### src/json_stream_validator_core_macros.svh
// Assertion macros for the JSON stream validator.
// Expects clk_i and rst_ni in the scope of use.
`ifndef JSON_STREAM_VALIDATOR_CORE_MACROS_SVH
`define JSON_STREAM_VALIDATOR_CORE_MACROS_SVH

`define JSV_ASSERT(label, prop, msg) \
  label: assert property (@(posedge clk_i) disable iff (!rst_ni) (prop)) else $error(msg);

`define JSV_ASSERT_NEXT(label, pre, post, msg) \
  label: assert property (@(posedge clk_i) disable iff (!rst_ni) (pre) |=> (post)) \
    else $error(msg);

`endif

### src/jsv_pkg.sv
// Types, codes and constant tables of the JSON stream validator.
// No dependencies.
package jsv_pkg;

  localparam int unsigned MaxNestingDef = 64;
  localparam int unsigned OffsetBitsDef = 32;

  typedef enum logic [4:0] {
    PH_VALUE, PH_OBJ_FIRST, PH_ARR_FIRST, PH_KEY, PH_COLON, PH_AFTER, PH_STR, PH_ESC,
    PH_HEX, PH_LIT, PH_N_SIGN, PH_N_ZERO, PH_N_INT, PH_N_DOT, PH_N_FRAC, PH_N_E,
    PH_N_ESIGN, PH_N_EXP, PH_DONE
  } phase_e;

  typedef enum logic [3:0] {
    EV_NONE, EV_OPEN_OBJ, EV_OPEN_ARR, EV_CLOSE_OBJ, EV_CLOSE_ARR, EV_STR_START,
    EV_STR_DATA, EV_STR_END, EV_LIT, EV_NUM, EV_COLON, EV_COMMA, EV_OK, EV_ERR
  } event_e;

  typedef enum logic [1:0] {
    ERR_NONE, ERR_INVALID, ERR_NO_NAME, ERR_UNSUP
  } err_e;

  typedef enum logic [1:0] {
    CMP_EQUAL, CMP_BELOW, CMP_ABOVE
  } cmp_e;

  typedef struct packed {
    logic       is_end;
    logic [7:0] byte_v;
    logic       ws;
    logic       digit;
    logic [4:0] hex;
  } item_t;

  function automatic logic [3:0] int_limit(input logic [4:0] idx);
    case (idx)
      5'd0: int_limit = 4'd9;  5'd1: int_limit = 4'd2;  5'd2: int_limit = 4'd2;
      5'd3: int_limit = 4'd3;  5'd4: int_limit = 4'd3;  5'd5: int_limit = 4'd7;
      5'd6: int_limit = 4'd2;  5'd7: int_limit = 4'd0;  5'd8: int_limit = 4'd3;
      5'd9: int_limit = 4'd6;  5'd10: int_limit = 4'd8; 5'd11: int_limit = 4'd5;
      5'd12: int_limit = 4'd4; 5'd13: int_limit = 4'd7; 5'd14: int_limit = 4'd7;
      5'd15: int_limit = 4'd5; 5'd16: int_limit = 4'd8; 5'd17: int_limit = 4'd0;
      5'd18: int_limit = 4'd7;
      default: int_limit = 4'd0;
    endcase
  endfunction

  function automatic logic [7:0] lit_char(input logic [1:0] sel, input logic [2:0] idx);
    lit_char = 8'h00;
    case (sel)
      2'd0: begin
        case (idx)
          3'd0: lit_char = "n"; 3'd1: lit_char = "u"; 3'd2: lit_char = "l";
          3'd3: lit_char = "l"; default: lit_char = 8'h00;
        endcase
      end
      2'd1: begin
        case (idx)
          3'd0: lit_char = "t"; 3'd1: lit_char = "r"; 3'd2: lit_char = "u";
          3'd3: lit_char = "e"; default: lit_char = 8'h00;
        endcase
      end
      2'd2: begin
        case (idx)
          3'd0: lit_char = "f"; 3'd1: lit_char = "a"; 3'd2: lit_char = "l";
          3'd3: lit_char = "s"; 3'd4: lit_char = "e"; default: lit_char = 8'h00;
        endcase
      end
      default: lit_char = 8'h00;
    endcase
  endfunction

  function automatic logic [2:0] lit_len(input logic [1:0] sel);
    case (sel)
      2'd0: lit_len = 3'd4;
      2'd1: lit_len = 3'd4;
      2'd2: lit_len = 3'd5;
      default: lit_len = 3'd0;
    endcase
  endfunction

endpackage

### src/jsv_ifs.sv
// Stream channels of the JSON stream validator: input words and result words.
// Depends on nothing but the payload widths below.
interface jsv_in_if;
  logic       valid;
  logic       ready;
  logic       kind;
  logic [7:0] byte_req;
  modport source (output valid, kind, byte_req, input ready);
  modport sink   (input valid, kind, byte_req, output ready);
endinterface

interface jsv_out_if;
  logic        valid;
  logic        ready;
  logic [3:0]  event_res;
  logic [7:0]  data;
  logic        is_key;
  logic [1:0]  number_done;
  logic        neg_zero;
  logic [6:0]  depth;
  logic [1:0]  error_code;
  logic [31:0] error_offset;
  modport source (output valid, event_res, data, is_key, number_done, neg_zero,
                  depth, error_code, error_offset, input ready);
  modport sink   (input valid, event_res, data, is_key, number_done, neg_zero,
                  depth, error_code, error_offset, output ready);
endinterface

### src/json_stream_validator_core.sv
// JSON stream validator: takes one document byte per input word and an end word, and
// gives one result word per input word, at one word per clock while result words are
// taken, with no stall of its own; each word passes through the two-word input queue
// and the result register. Nesting up to MAX_NESTING containers is kept in a one-bit
// memory with the top entry and the one below it held in registers, so each byte needs
// one stack write or one registered read. Errors latch; the verdict repeats until reset.
// Depends on jsv_pkg, jsv_ifs, jsv_front, jsv_back and the assertion macros.
`include "json_stream_validator_core_macros.svh"

module json_stream_validator_core import jsv_pkg::*; #(
  parameter int unsigned MAX_NESTING = MaxNestingDef,
  parameter int unsigned OFFSET_BITS = OffsetBitsDef
) (
  input  logic       clk_i,
  input  logic       rst_ni,
  jsv_in_if.sink     in_if,
  jsv_out_if.source  out_if
);

  logic  item_valid, item_ready;
  item_t item;
  logic  res_err, res_ok;

  assign res_err = out_if.valid && out_if.event_res == EV_ERR;
  assign res_ok  = out_if.valid && out_if.event_res == EV_OK;

  jsv_front u_front (
    .clk_i        (clk_i),
    .rst_ni       (rst_ni),
    .in_if        (in_if),
    .item_valid_o (item_valid),
    .item_o       (item),
    .item_ready_i (item_ready)
  );

  jsv_back #(
    .MAX_NESTING (MAX_NESTING),
    .OFFSET_BITS (OFFSET_BITS)
  ) u_back (
    .clk_i        (clk_i),
    .rst_ni       (rst_ni),
    .item_valid_i (item_valid),
    .item_i       (item),
    .item_ready_o (item_ready),
    .out_if       (out_if)
  );

  `JSV_ASSERT(a_err_has_code, !res_err || out_if.error_code != ERR_NONE, "error without code")
  `JSV_ASSERT(a_depth_bound, !out_if.valid || 32'(out_if.depth) <= MAX_NESTING, "depth over limit")
  `JSV_ASSERT_NEXT(a_err_sticky, res_err && out_if.ready, !res_ok, "ok after error")

endmodule

### src/jsv_front.sv
// Front end: accepts input words, classifies the byte, queues two words.
// Depends on jsv_pkg and jsv_in_if.
module jsv_front import jsv_pkg::*; (
  input  logic   clk_i,
  input  logic   rst_ni,
  jsv_in_if.sink in_if,
  output logic   item_valid_o,
  output item_t  item_o,
  input  logic   item_ready_i
);

  item_t      buf_q [2];
  logic       wptr_q, rptr_q;
  logic [1:0] cnt_q;
  logic       push, pop;
  item_t      cls;

  function automatic logic [4:0] hex_of(input logic [7:0] b);
    if (b >= "0" && b <= "9") hex_of = {1'b0, b[3:0]};
    else if (b >= "a" && b <= "f") hex_of = 5'(b - "a" + 8'd10);
    else if (b >= "A" && b <= "F") hex_of = 5'(b - "A" + 8'd10);
    else hex_of = 5'd16;
  endfunction

  always_comb begin
    cls.is_end = in_if.kind;
    cls.byte_v = in_if.byte_req;
    cls.ws     = !in_if.kind && (in_if.byte_req == " " || in_if.byte_req == 8'h09 ||
                                 in_if.byte_req == 8'h0A || in_if.byte_req == 8'h0D);
    cls.digit  = in_if.byte_req >= "0" && in_if.byte_req <= "9";
    cls.hex    = hex_of(in_if.byte_req);
  end

  assign in_if.ready  = cnt_q != 2'd2;
  assign push         = in_if.valid && in_if.ready;
  assign item_valid_o = cnt_q != 2'd0;
  assign item_o       = buf_q[rptr_q];
  assign pop          = item_valid_o && item_ready_i;

  always_ff @(posedge clk_i) begin
    if (push) begin
      buf_q[wptr_q] <= cls;
    end
  end

  always_ff @(posedge clk_i or negedge rst_ni) begin
    if (!rst_ni) begin
      wptr_q <= 1'b0;
      rptr_q <= 1'b0;
      cnt_q  <= 2'd0;
    end else begin
      if (push) wptr_q <= !wptr_q;
      if (pop) rptr_q <= !rptr_q;
      cnt_q <= 2'(cnt_q + {1'b0, push} - {1'b0, pop});
    end
  end

endmodule

### src/jsv_back.sv
// Back end: syntax state machine, nesting stack and result register.
// Depends on jsv_pkg and jsv_out_if.
module jsv_back import jsv_pkg::*; #(
  parameter int unsigned MAX_NESTING = MaxNestingDef,
  parameter int unsigned OFFSET_BITS = OffsetBitsDef
) (
  input  logic       clk_i,
  input  logic       rst_ni,
  input  logic       item_valid_i,
  input  item_t      item_i,
  output logic       item_ready_o,
  jsv_out_if.source  out_if
);

  localparam int unsigned CW = $clog2(MAX_NESTING + 1);
  localparam int unsigned IW = (MAX_NESTING > 1) ? $clog2(MAX_NESTING) : 1;
  localparam int unsigned OW = OFFSET_BITS;

  logic nest_mem [MAX_NESTING];

  phase_e         phase_q, phase_d;
  logic [1:0]     lsel_q, lsel_d;
  logic [2:0]     lidx_q, lidx_d;
  logic [2:0]     esc_q, esc_d;
  logic [15:0]    cp_q, cp_d;
  logic           neg_q, neg_d, frac_q, frac_d;
  logic [4:0]     dc_q, dc_d;
  cmp_e           cmp_q, cmp_d;
  logic [OW-1:0]  boff_q, boff_d, toff_q, toff_d, eoff_q, eoff_d;
  logic           err_q, err_d, key_q, key_d, over_q, over_d;
  err_e           ecode_q, ecode_d;
  logic [CW-1:0]  count_q, count_d, count_nx, rd_cnt;
  logic           top_q, top_d, below_q;

  logic           ov_q;
  event_e         ev;
  logic [7:0]     dat;
  logic           rkey, nz;
  logic [1:0]     nd;
  logic           advance;
  logic           mem_we;

  assign item_ready_o = !ov_q || out_if.ready;
  assign advance      = item_valid_i && item_ready_o;

  always_comb begin
    logic       e, ws, dig, do_value, do_key, do_after, do_digit, close_pend;
    logic       push_en, push_kind, pop_en, fail_en;
    logic [7:0] b;
    logic [3:0] dv, lim;
    logic [OW-1:0] pos, fail_off;
    err_e       fail_code;
    logic [4:0] h;

    e = item_i.is_end; b = item_i.byte_v; ws = item_i.ws; dig = item_i.digit;
    h = e ? 5'd16 : item_i.hex;
    pos = boff_q;
    do_value = 1'b0; do_key = 1'b0; do_after = 1'b0; do_digit = 1'b0;
    close_pend = 1'b0; push_en = 1'b0; push_kind = 1'b0; pop_en = 1'b0;
    fail_en = 1'b0; fail_code = ERR_INVALID; fail_off = pos;
    dv = b[3:0]; lim = 4'd0;
    mem_we = 1'b0;

    phase_d = phase_q; lsel_d = lsel_q; lidx_d = lidx_q; esc_d = esc_q; cp_d = cp_q;
    neg_d = neg_q; frac_d = frac_q; dc_d = dc_q; cmp_d = cmp_q; boff_d = boff_q;
    toff_d = toff_q; eoff_d = eoff_q; err_d = err_q; key_d = key_q; over_d = over_q;
    ecode_d = ecode_q; count_d = count_q; top_d = top_q;
    ev = EV_NONE; dat = 8'h00; rkey = 1'b0; nd = 2'd0; nz = 1'b0;

    if (phase_q == PH_DONE) begin
      ev = err_q ? EV_ERR : EV_OK;
    end else begin
      if (!e) boff_d = OW'(boff_q + 1'b1);
      case (phase_q)
        PH_VALUE: begin
          if (ws) ev = EV_NONE; else do_value = 1'b1;
        end
        PH_OBJ_FIRST, PH_ARR_FIRST: begin
          if (ws) begin
            ev = EV_NONE;
          end else if (!e && b == ((phase_q == PH_OBJ_FIRST) ? "}" : "]")) begin
            close_pend = 1'b1;
            ev = (phase_q == PH_OBJ_FIRST) ? EV_CLOSE_OBJ : EV_CLOSE_ARR;
            phase_d = PH_AFTER;
          end else if (over_q) begin
            fail_en = 1'b1; fail_code = ERR_UNSUP;
          end else if (phase_q == PH_OBJ_FIRST) begin
            do_key = 1'b1;
          end else begin
            do_value = 1'b1;
          end
        end
        PH_KEY: begin
          if (ws) ev = EV_NONE; else do_key = 1'b1;
        end
        PH_COLON: begin
          if (ws) begin
            ev = EV_NONE;
          end else if (!e && b == ":") begin
            ev = EV_COLON; phase_d = PH_VALUE;
          end else begin
            fail_en = 1'b1;
          end
        end
        PH_AFTER: do_after = 1'b1;
        PH_STR: begin
          if (e) begin
            fail_en = 1'b1;
          end else if (b == "\"") begin
            ev = EV_STR_END; rkey = key_q;
            phase_d = key_q ? PH_COLON : PH_AFTER;
          end else if (b == "\\") begin
            toff_d = pos; phase_d = PH_ESC;
          end else if (b == 8'h00) begin
            fail_en = 1'b1; fail_code = ERR_UNSUP;
          end else if (b < 8'h20) begin
            fail_en = 1'b1;
          end else begin
            ev = EV_STR_DATA; dat = b; rkey = key_q;
          end
        end
        PH_ESC: begin
          if (e) begin
            fail_en = 1'b1; fail_off = toff_q;
          end else if (b == "\"" || b == "\\" || b == "/" || b == "b" || b == "f" ||
                       b == "n" || b == "r" || b == "t") begin
            ev = EV_STR_DATA; rkey = key_q; phase_d = PH_STR;
            case (b)
              "b": dat = 8'h08;
              "f": dat = 8'h0C;
              "n": dat = 8'h0A;
              "r": dat = 8'h0D;
              "t": dat = 8'h09;
              default: dat = b;
            endcase
          end else if (b == "u") begin
            esc_d = 3'd0; cp_d = 16'h0000; phase_d = PH_HEX;
          end else begin
            fail_en = 1'b1;
          end
        end
        PH_HEX: begin
          if (h[4]) begin
            fail_en = 1'b1;
          end else begin
            cp_d  = {cp_q[11:0], h[3:0]};
            esc_d = 3'(esc_q + 1'b1);
            if (esc_d >= 3'd4) begin
              if (cp_d == 16'h0000 || cp_d > 16'd127) begin
                fail_en = 1'b1; fail_code = ERR_UNSUP; fail_off = toff_q;
              end else begin
                ev = EV_STR_DATA; dat = cp_d[7:0]; rkey = key_q; phase_d = PH_STR;
              end
            end
          end
        end
        PH_LIT: begin
          if (e || lsel_q > 2'd2 || lidx_q >= lit_len(lsel_q) ||
              b != lit_char(lsel_q, lidx_q)) begin
            fail_en = 1'b1; fail_off = toff_q;
          end else begin
            lidx_d = 3'(lidx_q + 1'b1);
            if (lidx_d == lit_len(lsel_q)) begin
              ev = EV_LIT; phase_d = PH_AFTER;
            end
          end
        end
        PH_N_SIGN: begin
          if (e) begin
            fail_en = 1'b1; fail_off = toff_q;
          end else if (dig) begin
            do_digit = 1'b1;
            phase_d = (b == "0") ? PH_N_ZERO : PH_N_INT;
            ev = EV_NUM;
          end else begin
            fail_en = 1'b1;
          end
        end
        PH_N_DOT, PH_N_ESIGN: begin
          if (!e && dig) begin
            phase_d = (phase_q == PH_N_DOT) ? PH_N_FRAC : PH_N_EXP;
            ev = EV_NUM;
          end else begin
            fail_en = 1'b1;
          end
        end
        PH_N_E: begin
          if (!e && (b == "+" || b == "-")) begin
            phase_d = PH_N_ESIGN; ev = EV_NUM;
          end else if (!e && dig) begin
            phase_d = PH_N_EXP; ev = EV_NUM;
          end else begin
            fail_en = 1'b1;
          end
        end
        PH_N_ZERO, PH_N_INT, PH_N_FRAC, PH_N_EXP: begin
          if (!e && dig) begin
            if (phase_q == PH_N_ZERO) begin
              fail_en = 1'b1;
            end else begin
              do_digit = (phase_q == PH_N_INT);
              ev = EV_NUM;
            end
          end else if (!e && b == "." && (phase_q == PH_N_ZERO || phase_q == PH_N_INT)) begin
            frac_d = 1'b1; phase_d = PH_N_DOT; ev = EV_NUM;
          end else if (!e && (b == "e" || b == "E") && phase_q != PH_N_EXP) begin
            frac_d = 1'b1; phase_d = PH_N_E; ev = EV_NUM;
          end else if (frac_q) begin
            nd = 2'd2; do_after = 1'b1;
          end else if (dc_q > 5'd19 || (dc_q == 5'd19 && cmp_q == CMP_ABOVE)) begin
            fail_en = 1'b1; fail_code = ERR_UNSUP; fail_off = toff_q;
          end else begin
            nd = 2'd1; nz = neg_q && (phase_q == PH_N_ZERO); do_after = 1'b1;
          end
        end
        default: fail_en = 1'b1;
      endcase

      if (do_value) begin
        if (e) begin
          fail_en = 1'b1;
        end else if (b == "{") begin
          push_en = 1'b1; push_kind = 1'b0; phase_d = PH_OBJ_FIRST; ev = EV_OPEN_OBJ;
        end else if (b == "[") begin
          push_en = 1'b1; push_kind = 1'b1; phase_d = PH_ARR_FIRST; ev = EV_OPEN_ARR;
        end else if (b == "\"") begin
          key_d = 1'b0; phase_d = PH_STR; ev = EV_STR_START;
        end else if (b == "-" || dig) begin
          toff_d = pos; neg_d = (b == "-"); frac_d = 1'b0; dc_d = 5'd0; cmp_d = CMP_EQUAL;
          if (b == "-") begin
            phase_d = PH_N_SIGN;
          end else begin
            do_digit = 1'b1;
            phase_d = (b == "0") ? PH_N_ZERO : PH_N_INT;
          end
          ev = EV_NUM;
        end else if (b == "n" || b == "t" || b == "f") begin
          toff_d = pos;
          lsel_d = (b == "n") ? 2'd0 : (b == "t") ? 2'd1 : 2'd2;
          lidx_d = 3'd1; phase_d = PH_LIT; ev = EV_NONE;
        end else begin
          fail_en = 1'b1;
        end
      end

      if (do_key) begin
        if (!e && b == "\"") begin
          key_d = 1'b1; phase_d = PH_STR; ev = EV_STR_START; rkey = 1'b1;
        end else begin
          fail_en = 1'b1; fail_code = ERR_NO_NAME;
        end
      end

      if (do_after) begin
        phase_d = PH_AFTER;
        if (e) begin
          if (count_q == '0) begin
            phase_d = PH_DONE; ev = EV_OK;
          end else begin
            fail_en = 1'b1;
          end
        end else if (ws) begin
          ev = EV_NONE;
        end else if (count_q == '0) begin
          fail_en = 1'b1;
        end else if (!top_q && b == "}") begin
          pop_en = 1'b1; ev = EV_CLOSE_OBJ;
        end else if (top_q && b == "]") begin
          pop_en = 1'b1; ev = EV_CLOSE_ARR;
        end else if (b == ",") begin
          phase_d = top_q ? PH_VALUE : PH_KEY; ev = EV_COMMA;
        end else begin
          fail_en = 1'b1;
        end
      end

      if (do_digit && dc_d < 5'd19) begin
        lim = int_limit(dc_d);
        if (dc_d == 5'd18 && neg_d) lim = 4'(lim + 1'b1);
        if (cmp_d == CMP_EQUAL) begin
          if (dv < lim) cmp_d = CMP_BELOW;
          else if (dv > lim) cmp_d = CMP_ABOVE;
        end
        dc_d = 5'(dc_d + 1'b1);
      end else if (do_digit && dc_d < 5'd31) begin
        dc_d = 5'(dc_d + 1'b1);
      end

      if (close_pend) begin
        if (over_q) over_d = 1'b0;
        else if (count_q != '0) pop_en = 1'b1;
      end

      if (push_en) begin
        if (count_q < CW'(MAX_NESTING)) begin
          mem_we = advance; count_d = CW'(count_q + 1'b1); top_d = push_kind;
          over_d = 1'b0;
        end else begin
          over_d = 1'b1;
        end
      end
      if (pop_en) begin
        count_d = CW'(count_q - 1'b1); top_d = below_q;
      end

      if (fail_en) begin
        err_d = 1'b1; ecode_d = fail_code; eoff_d = fail_off; phase_d = PH_DONE;
        ev = EV_ERR;
      end
    end
  end

  assign count_nx = advance ? count_d : count_q;
  assign rd_cnt   = CW'(count_nx - CW'(2));

  always_ff @(posedge clk_i) begin
    if (mem_we) nest_mem[count_q[IW-1:0]] <= top_d;
    below_q <= nest_mem[rd_cnt[IW-1:0]];
  end

  always_ff @(posedge clk_i or negedge rst_ni) begin
    if (!rst_ni) begin
      phase_q <= PH_VALUE; lsel_q <= 2'd0; lidx_q <= 3'd0; esc_q <= 3'd0; cp_q <= '0;
      neg_q <= 1'b0; frac_q <= 1'b0; dc_q <= 5'd0; cmp_q <= CMP_EQUAL;
      boff_q <= '0; toff_q <= '0; eoff_q <= '0; err_q <= 1'b0; key_q <= 1'b0;
      over_q <= 1'b0; ecode_q <= ERR_NONE; count_q <= '0; top_q <= 1'b0;
      ov_q <= 1'b0;
    end else begin
      if (advance) begin
        phase_q <= phase_d; lsel_q <= lsel_d; lidx_q <= lidx_d; esc_q <= esc_d;
        cp_q <= cp_d; neg_q <= neg_d; frac_q <= frac_d; dc_q <= dc_d; cmp_q <= cmp_d;
        boff_q <= boff_d; toff_q <= toff_d; eoff_q <= eoff_d; err_q <= err_d;
        key_q <= key_d; over_q <= over_d; ecode_q <= ecode_d; count_q <= count_d;
        top_q <= top_d;
        ov_q <= 1'b1;
      end else if (out_if.ready) begin
        ov_q <= 1'b0;
      end
    end
  end

  always_ff @(posedge clk_i) begin
    logic [63:0] off_ext;
    off_ext = 64'(eoff_d);
    if (advance) begin
      out_if.event_res    <= ev;
      out_if.data         <= dat;
      out_if.is_key       <= rkey;
      out_if.number_done  <= nd;
      out_if.neg_zero     <= nz;
      out_if.depth        <= 7'(count_d);
      out_if.error_code   <= (ev == EV_ERR) ? ecode_d : ERR_NONE;
      out_if.error_offset <= (ev == EV_ERR) ? off_ext[31:0] : 32'h0;
    end
  end

  assign out_if.valid = ov_q;

endmodule

### src/flat_wrapper.sv
// flat-port wrapper written by rule: the top's interface ports become plain ports
module json_stream_validator_core_flat import jsv_pkg::*;
#(
  parameter int unsigned MAX_NESTING = MaxNestingDef,
  parameter int unsigned OFFSET_BITS = OffsetBitsDef
)
  (clk_i, rst_ni, in_if_valid, in_if_kind, in_if_byte_req, in_if_ready, out_if_valid, out_if_event_res, out_if_data, out_if_is_key, out_if_number_done, out_if_neg_zero, out_if_depth, out_if_error_code, out_if_error_offset, out_if_ready);
  jsv_in_if in_if_i ();
  jsv_out_if out_if_i ();
  input  logic clk_i;
  input  logic rst_ni;
  input wire logic [$bits(in_if_i.valid)-1:0] in_if_valid;
  input wire logic [$bits(in_if_i.kind)-1:0] in_if_kind;
  input wire logic [$bits(in_if_i.byte_req)-1:0] in_if_byte_req;
  output wire logic [$bits(in_if_i.ready)-1:0] in_if_ready;
  output wire logic [$bits(out_if_i.valid)-1:0] out_if_valid;
  output wire logic [$bits(out_if_i.event_res)-1:0] out_if_event_res;
  output wire logic [$bits(out_if_i.data)-1:0] out_if_data;
  output wire logic [$bits(out_if_i.is_key)-1:0] out_if_is_key;
  output wire logic [$bits(out_if_i.number_done)-1:0] out_if_number_done;
  output wire logic [$bits(out_if_i.neg_zero)-1:0] out_if_neg_zero;
  output wire logic [$bits(out_if_i.depth)-1:0] out_if_depth;
  output wire logic [$bits(out_if_i.error_code)-1:0] out_if_error_code;
  output wire logic [$bits(out_if_i.error_offset)-1:0] out_if_error_offset;
  input wire logic [$bits(out_if_i.ready)-1:0] out_if_ready;
  assign in_if_i.valid = in_if_valid;
  assign in_if_i.kind = in_if_kind;
  assign in_if_i.byte_req = in_if_byte_req;
  assign in_if_ready = in_if_i.ready;
  assign out_if_valid = out_if_i.valid;
  assign out_if_event_res = out_if_i.event_res;
  assign out_if_data = out_if_i.data;
  assign out_if_is_key = out_if_i.is_key;
  assign out_if_number_done = out_if_i.number_done;
  assign out_if_neg_zero = out_if_i.neg_zero;
  assign out_if_depth = out_if_i.depth;
  assign out_if_error_code = out_if_i.error_code;
  assign out_if_error_offset = out_if_i.error_offset;
  assign out_if_i.ready = out_if_ready;
  json_stream_validator_core #(.MAX_NESTING(MAX_NESTING), .OFFSET_BITS(OFFSET_BITS)) u_core (.clk_i(clk_i), .rst_ni(rst_ni), .in_if(in_if_i), .out_if(out_if_i));
endmodule
### config.mk
export PLATFORM = sky130hd
export DESIGN_NAME = json_stream_validator_core_flat
export DESIGN_NICKNAME = d
export VERILOG_FILES = /design/src/jsv_pkg.sv /design/src/jsv_ifs.sv /design/src/json_stream_validator_core.sv /design/src/jsv_front.sv /design/src/jsv_back.sv /design/src/flat_wrapper.sv
export VERILOG_INCLUDE_DIRS = /design/src /design/src/src
export SDC_FILE = /design/constraint.sdc
export NUM_CORES = 1
export LEC_CHECK = 0
export BUFFER_PORTS_ARGS = -buffer_cell sky130_fd_sc_hd__buf_4
export CAP_MARGIN = 25
export CORE_MARGIN = 2
export CORE_UTILIZATION = 30
export CTS_CLUSTER_SIZE = 24
export DETAILED_ROUTE_END_ITERATION = 7
export GPL_ROUTABILITY_DRIVEN = 0
export GPL_TIMING_DRIVEN = 0
export PLACE_DENSITY = 0.44
export SLEW_MARGIN = 10
export SYNTH_ARGS = -nofsm -noshare
export SYNTH_HDL_FRONTEND = slang
export SYNTH_HIERARCHICAL = 1
export SYNTH_SLANG_ARGS = --single-unit
### constraint.sdc
create_clock -name clk_i -period 6.4 [get_ports clk_i]
set_clock_uncertainty 0.2 [all_clocks]
set_input_delay 0 -clock clk_i [delete_from_list [all_inputs] [get_ports clk_i]]
set_output_delay 0 -clock clk_i [all_outputs]
set_load 0.005 [all_outputs]
==> results of run 1 <==
==> critical path: cells and delay by family, from the launching register on <==
kind / cells / cell delay [ns]
AOI/OAI and AO/OA: 1 / 0.18
adders and majority gates: 1 / 0.30
buffers and inverters: 6 / 2.33
DFF: 1 / 0.38
muxes: 4 / 0.83
and+or+nand+nor: 6 / 1.67
==> per-stage QoR <==
| step | setup slack [ns] | utilization | std cells | TNS [ns] | hold slack (ns) |
|---|---|---|---|---|---|
| 6_report | 0.400 | 0.359 | 2680 | 0 | 0.0344 |
| 4_1_cts | 0.0734 | 0.358 | 2677 | 0 | 0.00498 |
| 5_1_grt | 0.0110 | 0.359 | 2680 | 0 | 0.0330 |
| 3_5_place_dp | -0.697 | 0.332 | 2585 | -1.22 | -0.148 |
| 3_3_place_gp | -3.61 | 0.329 | 2579 | -235.28 | 0.00699 |
| 2_1_floorplan | 0.215 | - | 1752 | 0 | -0.496 |
==> sequential cells by signal (all words and copies together) (netlist names), 3 cells and up <==
register,cells
u_core/u_back/boff_q,32
u_core/u_back/count_q,7
u_core/u_back/cp_q,12
u_core/u_back/dc_q,5
u_core/u_back/eoff_q,32
u_core/u_back/esc_q,3
u_core/u_back/lidx_q,3
u_core/u_back/nest_mem,64
u_core/u_back/out_if.data,8
u_core/u_back/out_if.depth,7
u_core/u_back/out_if.error_offset,32
u_core/u_back/out_if.event_res,4
u_core/u_back/phase_q,5
u_core/u_back/toff_q,32
u_core/u_front/buf_q,32
==> cells in the mapped netlist, drive strengths merged (20+ instances only) <==
cell and number:
nand2 233, nor2 226, edfxtp 153, dfrtp 148
a21oi 122, a211oi 72, o21ai 70, clkbuf 66
mux2 52, nand3 51, buf 49, mux2i 47
xnor2 46, nor3 40, inv 38, a311oi 33
ha 28, nand2b 25, nand4 20
==> power breakdown <==
part	switching (mW)	internal, mW	leakage [nW]	total, mW
combinational	0.907	0.605	3.70	1.51
clock	0.885	1.23	0.601	2.11
sequential	0.142	2.47	3.53	2.61
total	1.93	4.30	7.83	6.23
==> final timing paths <==
kind | endpoint | slack (ns) | depth (start not counted)
worst max register to register | u_core/u_back/below_q | 0.40 | 18
worst max-delay path | u_core/u_back/below_q | 0.40 | 18
worst min-delay path | u_core/u_front/buf_q[0][7] | 0.03 | 2
worst min register to register | u_core/u_back/cp_q[11] | 0.27 | 2
max in group asynchronous | u_core/u_back/cp_q[11] | 5.25 | 4
min in group asynchronous | u_core/u_back/boff_q[12] | 0.35 | 4
==> area by class of cell <==
type / instances / area share
multi-input combinational: 1297 / 0.400
clock buffer: 50 / 0.0509
tap: 756 / 0.0469
buffer: 115 / 0.0264
clock inverter: 20 / 0.0102
sequential: 302 / 0.413
timing repair buffer: 102 / 0.0454
inverter: 38 / 0.00708
==> layout by cell type (no fill, tap or decap), types with 33 or more instances in the layout <==
cell / Yosys / routed
nand2_1: 233 / 233
nor2_1: 225 / 223
edfxtp_1: 153 / 153
dfrtp_1: 148 / 148
a21oi_1: 121 / 121
buf_4: 3 / 78
clkbuf_1: 66 / 73
a211oi_1: 72 / 72
o21ai_0: 69 / 68
mux2_2: 50 / 50
nand3_1: 49 / 48
mux2i_1: 47 / 47
xnor2_1: 46 / 46
clkbuf_16: 0 / 38
inv_1: 37 / 37
nor3_1: 37 / 36
a311oi_1: 33 / 33
==> timing repair <==
action	4_1_cts	5_1_grt
pin swaps	1	2
hold buffers	20	0
hold endpoints to repair	201	0
setup endpoints to repair	2	2
resized for setup	4	7
setup buffers	2	2
==> layer usage <==
layer  part of all wire  GRT usage  vias up  wire, µm
met2               0.46      0.295      472     25000
met1               0.46      0.251     7131     24700
met5                  0          0        -         0
li1                   -          -     6693         -
met4              0.027     0.0590        0      1450
met3              0.051     0.0236       96      2760
==> cells by family (layout without fill, tap and decap cells) <==
family	Yosys count	in the layout
adders and majority gates	28	28
AOI/OAI and AO/OA	398	398
xor gates and xnor gates	59	59
buffers and inverters	153	325
DFF	302	302
muxes	103	103
and+or+nand+nor	709	709
==> reports/results.txt, run 1 <==
largest net degree at the start of global routing: 80
Syn Std Cell Area: 17000 µm²
CP endpoint kind: flop
nets: 1935
area delta synth->final: 18.5%
vias in the first global route: 14200
Pwr Density: 309 nW/µm²
final max-slew violation count: 0
simple-gate share of the synthesized area: 0.196
r2r startpoint: u_core/u_back/count_q[0]
Buffers on Ports: 71
syn avg cell area: 9.70 µm²
ant diodes: 0
Seq/Total Area, Yosys: 0.489
Max VDD drop: 201 µV
Synth Area in XOR/XNOR: 0.0304
fin crit period: 6.00 ns
CP Class: flop to flop
Worst path max stage delay: 0.54 ns
detailed-route via count: 14400
Final period util: 0.938
status: finished clean
Synth Area in Compound Gates: 0.157
TritonCTS buffer count: 38
layout cells sized above 1: 0.142
Fill cells: 5737
Adder-Cell Fraction of Synth Area: 0.0206
# rows: 87
core area: 56200 µm²
Slew @ Worst Pin: 0.965 ns
Mapped Cells: 1752
synthesized flop and latch total: 302
post-synthesis net count: 1793
starting density of the core: 0.303
Total Wirelength: 53900 µm
FF/Latch Area: 8320 µm²
die area: 58600 µm²
Via-to-Cell Ratio: 5.37
DR WL/cell: 20.1 µm
DRT Pass-1 Iters: 6
All-Layer GR Usage: 0.182
GRT Residual Overflow: 0
Slew headroom: 0.351
Hold Crit Class: primary input to flop
Worst-path clk slew: 0.06 ns
initial antenna violation count: 1
CTS Root Cell: clkbuf_16
drt drc: 0
proportion of synthesized area in mux cells: 0.0676
RSZ-0062 raised after global routing: false
critical hold path startpoint: in_if_byte_req[0]
largest family of logic cells by synthesized area: simple AND/OR/NAND/NOR gates
clk buf depth: 3
WP data arrival: 6.28 ns
number of synthesized flops with an enable pin: 153
Die Y: 242 µm
Die Span X: 242 µm
Max-Cap Viols: 0
Final setup viols: 0
synth warn: 6
Top FF cell, synth: edfxtp_1
I/O pin count: 72
Antenna Nets Post-Route: 0
clk sinks: 302
H-Tree Level Count: 2
Synth top area share: 0.270
Yosys top cell by area: edfxtp_1
final instance area: 20200 µm²
post-detail-place hpwl: 37900 µm
Distinct cells, synth: 94
total power: 6.23 mW
Peak Freq: 167 MHz
CP cell instances: clkbuf_1, inv_1, clkbuf_1, buf_1, clkbuf_1, ha_1, nand2b_1, nor3_4, nor3_2, nand3_2, nand4_1, nand2_1, buf_1, a311oi_1, mux2i_1, mux4_2, mux2i_1, mux2i_1
CTS tree: yes
multi-input logic area: 8070 µm²
clk_lat worst skew: 0.57 ns
worst-path fanout max: 10
Synth async-reset ratio: 0.490
first-pass GRT wire length: 84200 µm
CP startpoint: u_core/u_back/count_q[0]
CP startpoint kind: flop
required time worst endpoint: 6.68 ns
CP max-delay cell: buf_1
Placed Area: 18600 µm²
Lkg Pwr: 7.83 nW
initial detailed-routing violation count: 1213
Fin. Hold Viols: 0
top post-synthesis cells by area: edfxtp_1 (27%), dfrtp_1 (22%), nand2_1 (5.1%)
(Power assumes the default switching activity.)
==> run 2: changes to the inputs <==
Settings changed: HOLD_SLACK_MARGIN from default to 0.06.
==> run 2 against run 1 <==
Compared with the run above: power rose by 0.13%; register-to-register slack worse by 0.03 ns; die area stayed put; worst setup slack worse by 0.032 ns; wire length about the same; hold slack better by 0.12 ns; non-clock buffer count grew 4; sequential share of layout area decreased by 0.082 points; utilization is 0.071 points higher.
==> reports/results.txt, run 2 (same netlist as run 1, synthesis figures left out) <==
largest net degree at the start of global routing: 80 (unchanged)
Layout Utilization: 0.360 (+0.000713)
Flop pwr share: 0.418 (about the same)
# rows: 87 (unchanged)
most common cell after layout, fill and taps aside: nand2_1
WP data arrival: 6.32 ns (+0.04 ns)
hold_ws: 0.152 ns (+0.117 ns)
met2 WL: 25000 µm (about the same)
clk sinks: 302 (unchanged)
drt drc: 0 (unchanged)
Lkg Pwr: 7.85 nW (+0.21%)
post-detail-place hpwl: 37900 µm (unchanged)
DRT Pass-1 Iters: 6 (unchanged)
DR WL/cell: 20.1 µm (-0.24%)
CTS tree: yes
Final setup viols: 0 (unchanged)
H-Tree Level Count: 2 (unchanged)
RSZ-0062 raised after global routing: false
Final period util: 0.943 (+0.00506)
nets: 1939 (+0.21%)
CP Class: flop to flop
ant diodes: 0 (unchanged)
switching fraction of total power: 0.311 (+0.000632)
Pwr Density: 309 nW/µm² (about the same)
Hold EP: u_core/u_front/wptr_q
Fin. Hold Viols: 0 (unchanged)
initial detailed-routing violation count: 1231 (+1.5%)
clk buf depth: 3 (unchanged)
final instance area: 20200 µm² (+0.20%)
max reg flops: 64 (unchanged)
initial antenna violation count: 1 (unchanged)
CP startpoint kind: flop
Via-to-Cell Ratio: 5.35 (-0.40%)
Fill cells: 5738 (+0.017%)
Buffers on Ports: 71 (unchanged)
DR top layer: met4
Net Sw Power: 1.94 mW (+0.34%)
required time worst endpoint: 6.68 ns (about the same)
Antenna Nets Post-Route: 0 (unchanged)
Die Y: 242 µm (unchanged)
worst-path fanout max: 10 (unchanged)
Worst-path clk slew: 0.06 ns (about the same)
CP endpoint kind: flop
TritonCTS buffer count: 38 (unchanged)
All-Layer GR Usage: 0.182 (about the same)
Max VDD drop: 201 µV (about the same)
Int Pwr: 4.30 mW (about the same)
final max-slew violation count: 0 (unchanged)
Max-Cap Viols: 0 (unchanged)
die area: 58600 µm² (unchanged)
Met3 Routed Length: 2660 µm (-3.5%)
I/O pin count: 72 (unchanged)
worst flop-to-flop path endpoint: u_core/u_back/below_q
cell count of the worst reg-to-reg path: 18 (unchanged)
status: finished clean
first-pass GRT wire length: 84200 µm (about the same)
most frequent cells in the layout: nand2_1 (233), nor2_1 (223), edfxtp_1 (153)
Slew headroom: 0.319 (-0.0316)
CTS Root Cell: clkbuf_16
layout cells sized above 1: 0.142 (-0.000295)
Die Span X: 242 µm (unchanged)
fin crit period: 6.03 ns (+0.0324 ns)
Post-Route M1 WL: 24700 µm (+0.30%)
critical hold path startpoint: in_if_valid
Hold Path Stages: 4 (+2)
reg2reg setup slack: 0.37 ns (-0.03 ns)
Peak Freq: 166 MHz (-0.54%)
Placed Area: 18600 µm² (unchanged)
combinational power share: 0.243 (about the same)
Hold Crit Class: primary input to flop
detailed-route via count: 14400 (-0.25%)
vias in the first global route: 14200 (+0.11%)
area delta synth->final: 18.8%
GRT Residual Overflow: 0 (unchanged)
starting density of the core: 0.303 (unchanged)
clk_lat worst skew: 0.57 ns (about the same)
core area: 56200 µm² (unchanged)
clock group share of total power: 0.339 (about the same)
Total Wirelength: 53800 µm (about the same)
r2r startpoint: u_core/u_back/count_q[0]
Slew @ Worst Pin: 1.01 ns (+0.0470 ns)
run 2: changes by cell type in the layout (fill, tap and decap cells not counted), sizes merged:
cell	delta
dlygate4sd3	+4
run 2: cell type report:
cell class / instances / area, µm² / area share
tap: 756 / 946 / 0.0468
buffer: 115 / 532 / 0.0263
clock buffer: 50 / 1030 / 0.0508
sequential: 302 / 8320 / 0.412
clock inverter: 20 / 206 / 0.0102
inverter: 38 / 143 / 0.00706
multi-input combinational: 1297 / 8070 / 0.399
timing repair buffer: 106 / 956 / 0.0473
run 2: worst max-delay path by stage:
stage / startpoint / end / slack, ns / cells after the start
floorplan: u_core/u_back/count_q[0] / u_core/u_back/nest_mem[0] / 0.22 / 12
global placement: u_core/u_back/count_q[0] / u_core/u_back/nest_mem[30] / -3.61 / 12
detailed placement: u_core/u_front/rptr_q / u_core/u_back/cmp_q[1] / -0.70 / 28
CTS: u_core/u_front/rptr_q / u_core/u_back/cmp_q[1] / 0.07 / 25
global route: u_core/u_front/rptr_q / u_core/u_back/cmp_q[1] / 0.01 / 28
finish: u_core/u_back/count_q[0] / u_core/u_back/below_q / 0.37 / 18
run 2: timing repair:
item | in CTS | in global routing
hold buffers | 24 | 0
buffers inserted | 2 | 2
hold endpoints to repair | 217 | 0
pin swaps | 1 | 2
endpoints found under the setup margin | 2 | 2
resized for setup | 4 | 7
run 2: stage by stage:
stage	cells	power [mW]	worst slack (ns)	TNS, ns
after floorplan	1752	3.45	0.215	0
after global placement	2579	4.11	-3.61	-235.28
after detailed placement	2585	4.13	-0.697	-1.22
after CTS	2681	6.32	0.0734	0
after global routing	2684	6.58	0.0110	0
final	2684	6.24	0.367	0
run 2: critical path, stage by stage (launching register included):
cell and delay, ns:
dfrtp_1 0.38, clkbuf_1 0.21, inv_1 0.15, clkbuf_1 0.41, buf_1 0.56, clkbuf_1 0.50
ha_1 0.30, nand2b_1 0.16, nor3_4 0.42, nor3_2 0.11, nand3_2 0.20, nand4_1 0.43
nand2_1 0.40, buf_1 0.51, a311oi_1 0.18, mux2i_1 0.32, mux4_2 0.30, mux2i_1 0.06
mux2i_1 0.13
run 2: power groups by stage:
stage	combinational, mW	sequential (mW)	clock [mW]
final	1.52	2.61	2.11
after global routing	1.66	2.65	2.26
after CTS	1.51	2.62	2.19
after detailed placement	1.49	2.65	0
after global placement	1.45	2.66	0
after floorplan	0.812	2.64	0
run 2: per-layer routing:
metal / vias to the layer above / GRT usage
li1: 6695 / -
met1: 7137 / 0.251
met2: 428 / 0.294
met3: 96 / 0.0236
met4: 0 / 0.0590
met5: - / 0
==> run 3: changes to the inputs <==
--- a/config.mk
+++ b/config.mk
@@ -14,5 +14,4 @@
 export DETAILED_ROUTE_END_ITERATION = 7
 export GPL_ROUTABILITY_DRIVEN = 0
-export GPL_TIMING_DRIVEN = 0
 export HOLD_SLACK_MARGIN = 0.06
 export PLACE_DENSITY = 0.44
--- a/constraint.sdc
+++ b/constraint.sdc
@@ -3,3 +3,3 @@
 set_input_delay 0 -clock clk_i [delete_from_list [all_inputs] [get_ports clk_i]]
 set_output_delay 0 -clock clk_i [all_outputs]
-set_load 0.005 [all_outputs]
+set_load 0.01 [all_outputs]
==> run 3 against run 2 <==
Compared with the run above: worst setup slack better by 0.14 ns; fmax up 2.3%; sequential share of layout area up 0.83 points; flip-flop and latch count unchanged; sequential power about the same; die area unchanged; clock power about the same; hold slack worse by 0.054 ns.
==> reports/results.txt, run 3 (same netlist as run 1, synthesis figures left out) <==
DRT Pass-1 Iters: 5 (-1)
Peak Freq: 170 MHz (+2.3%)
Final setup viols: 0 (unchanged)
largest net degree at the start of global routing: 101 (+26%)
ant diodes: 0 (unchanged)
drt drc: 0 (unchanged)
worst flop-to-flop path endpoint: u_core/u_back/cmp_q[1]
detailed-route via count: 13700 (-4.3%)
CTS Root Cell: clkbuf_16
WP data arrival: 6.13 ns (-0.19 ns)
Finished Layout Cells: 2593 (-3.4%)
layout cells sized above 1: 0.139 (-0.00276)
clk sinks: 302 (unchanged)
Post-Route Setup TNS: 0 ns (unchanged)
Antenna Nets Post-Route: 0 (unchanged)
first-pass GRT wire length: 79300 µm (-5.9%)
clock group share of total power: 0.343 (+0.004)
Die Span X: 242 µm (unchanged)
Placed Area: 18300 µm² (-1.8%)
most frequent cells in the layout: nand2_1 (233), nor2_1 (225), edfxtp_1 (153)
CP startpoint kind: flop
final instance area: 19800 µm² (-2.0%)
Worst-path clk slew: 0.06 ns (about the same)
Flop pwr share: 0.422 (+0.004)
Total Wirelength: 50700 µm (-5.8%)
combinational power share: 0.235 (-0.008)
RSZ-0062 raised after global routing: false
Hold EP: u_core/u_front/buf_q[1][9]
CP cell instances: mux2_2, nor4b_1, nand3_1, nand3b_1, nand2_1, ha_1, nand2_1, o21ai_0, a21oi_1, nor2_1, o21ai_0, o21ai_0, ha_1, o21ai_0, ha_1, nor2b_1, o21ai_0, nand2b_1, a21oi_1, a41oi_1, a22o_1
GRT Residual Overflow: 0 (unchanged)
r2r startpoint: u_core/u_front/rptr_q
switching fraction of total power: 0.303 (-0.00747)
required time worst endpoint: 6.63 ns (-0.05 ns)
Die Y: 242 µm (unchanged)
final max-slew violation count: 0 (unchanged)
worst-path fanout max: 13 (+3)
hold_ws: 0.0984 ns (-0.0535 ns)
vias in the first global route: 13500 (-4.6%)
critical hold path startpoint: in_if_byte_req[2]
status: finished clean
CP max-delay cell: nor4b_1
Layout Utilization: 0.352 (-0.00704)
Buffers on Ports: 71 (unchanged)
cts repair resizes: 0 (-4)
core area: 56200 µm² (unchanged)
initial antenna violation count: 0 (-1)
nets: 1848 (-4.7%)
post-detail-place hpwl: 32900 µm (-13%)
Via-to-Cell Ratio: 5.30 (-0.92%)
# rows: 87 (unchanged)
Max-Cap Viols: 0 (unchanged)
CP Class: flop to flop
Lkg Pwr: 7.68 nW (-2.1%)
initial detailed-routing violation count: 1136 (-7.7%)
total power: 6.20 mW (-0.59%)
max reg flops: 64 (unchanged)
Max VDD drop: 234 µV (+16%)
CTS tree: yes
Fin. Hold Viols: 0 (unchanged)
Crit path top cell by count: o21ai_0
starting density of the core: 0.303 (unchanged)
Worst path max stage delay: 0.66 ns (+0.10 ns)
cell count of the worst reg-to-reg path: 21 (+3)
CP endpoint kind: flop
clk_lat worst skew: 0.56 ns (about the same)
I/O pin count: 72 (unchanged)
DR WL/cell: 19.6 µm (-2.5%)
Fill cells: 5732 (-0.10%)
Hold Crit Class: primary input to flop
Net Sw Power: 1.88 mW (-3.0%)
TritonCTS buffer count: 38 (unchanged)
Post-CTS Setup Repair Bufs: 0 (-2)
fin crit period: 5.90 ns (-0.137 ns)
die area: 58600 µm² (unchanged)
# placed instances: 2500 (-3.3%)
reg2reg setup slack: 0.50 ns (+0.14 ns)
most common cell after layout, fill and taps aside: nand2_1
Final period util: 0.921 (-0.0214)
Slew headroom: 0.422 (+0.103)
clk buf depth: 3 (unchanged)
Slew @ Worst Pin: 0.867 ns (-0.144 ns)
Post-Place Setup Slack: 0.546 ns (+1.24 ns)
final setup margin: 0.504 ns (+0.137 ns)
Int Pwr: 4.32 mW (+0.49%)
Pwr Density: 313 nW/µm² (+1.4%)
H-Tree Level Count: 2 (unchanged)
All-Layer GR Usage: 0.170 (-0.0115)
area delta synth->final: 16.4%
Hold Path Stages: 2 (-2)
run 3: cell type report:
cell class                 count  area (µm²)  area share
timing repair buffer         130        1100      0.0556
clock inverter                16         179     0.00904
inverter                      38         144     0.00727
clock buffer                  54        1050      0.0532
sequential                   302        8320       0.420
multi-input combinational   1297        8060       0.407
tap                          756         946      0.0478
run 3: metal layers:
metal,part of all wire,GRT usage,vias to the layer above
li1,-,-,6504
met5,0,0,-
met1,0.46,0.231,6793
met4,0.029,0.0550,0
met3,0.046,0.0253,99
met2,0.47,0.278,345
run 3: how the worst max path moves through the flow:
| stage | start | end |
|---|---|---|
| floorplan | u_core/u_back/count_q[0] | u_core/u_back/nest_mem[0] |
| global placement | u_core/u_front/rptr_q | u_core/u_back/cmp_q[1] |
| detailed placement | u_core/u_front/rptr_q | u_core/u_back/cmp_q[1] |
| CTS | u_core/u_front/rptr_q | u_core/u_back/cmp_q[1] |
| global route | u_core/u_front/rptr_q | u_core/u_back/cmp_q[1] |
| finish | u_core/u_front/rptr_q | u_core/u_back/cmp_q[1] |
run 3: timing repair:
item                                    4_1_cts  5_1_grt
endpoints found under the setup margin        0        1
hold endpoints to repair                    158        0
hold buffers                                 22        0
run 3: critical path, delay by kind of cell, from the launching register on:
family,cells,cell delay [ns]
compound gates,9,1.32
fa+ha+maj,3,0.96
flops,1,0.57
mux,1,0.51
simple gates,8,2.22
run 3: power by group through the flow:
stage | Sequential (mW) | Combinational [mW] | Clock [mW]
3_5_place_dp | 2.66 | 1.44 | 0
6_report | 2.62 | 1.46 | 2.13
5_1_grt | 2.66 | 1.61 | 2.28
2_1_floorplan | 2.70 | 0.813 | 0
4_1_cts | 2.63 | 1.46 | 2.21
3_3_place_gp | 2.65 | 1.43 | 0
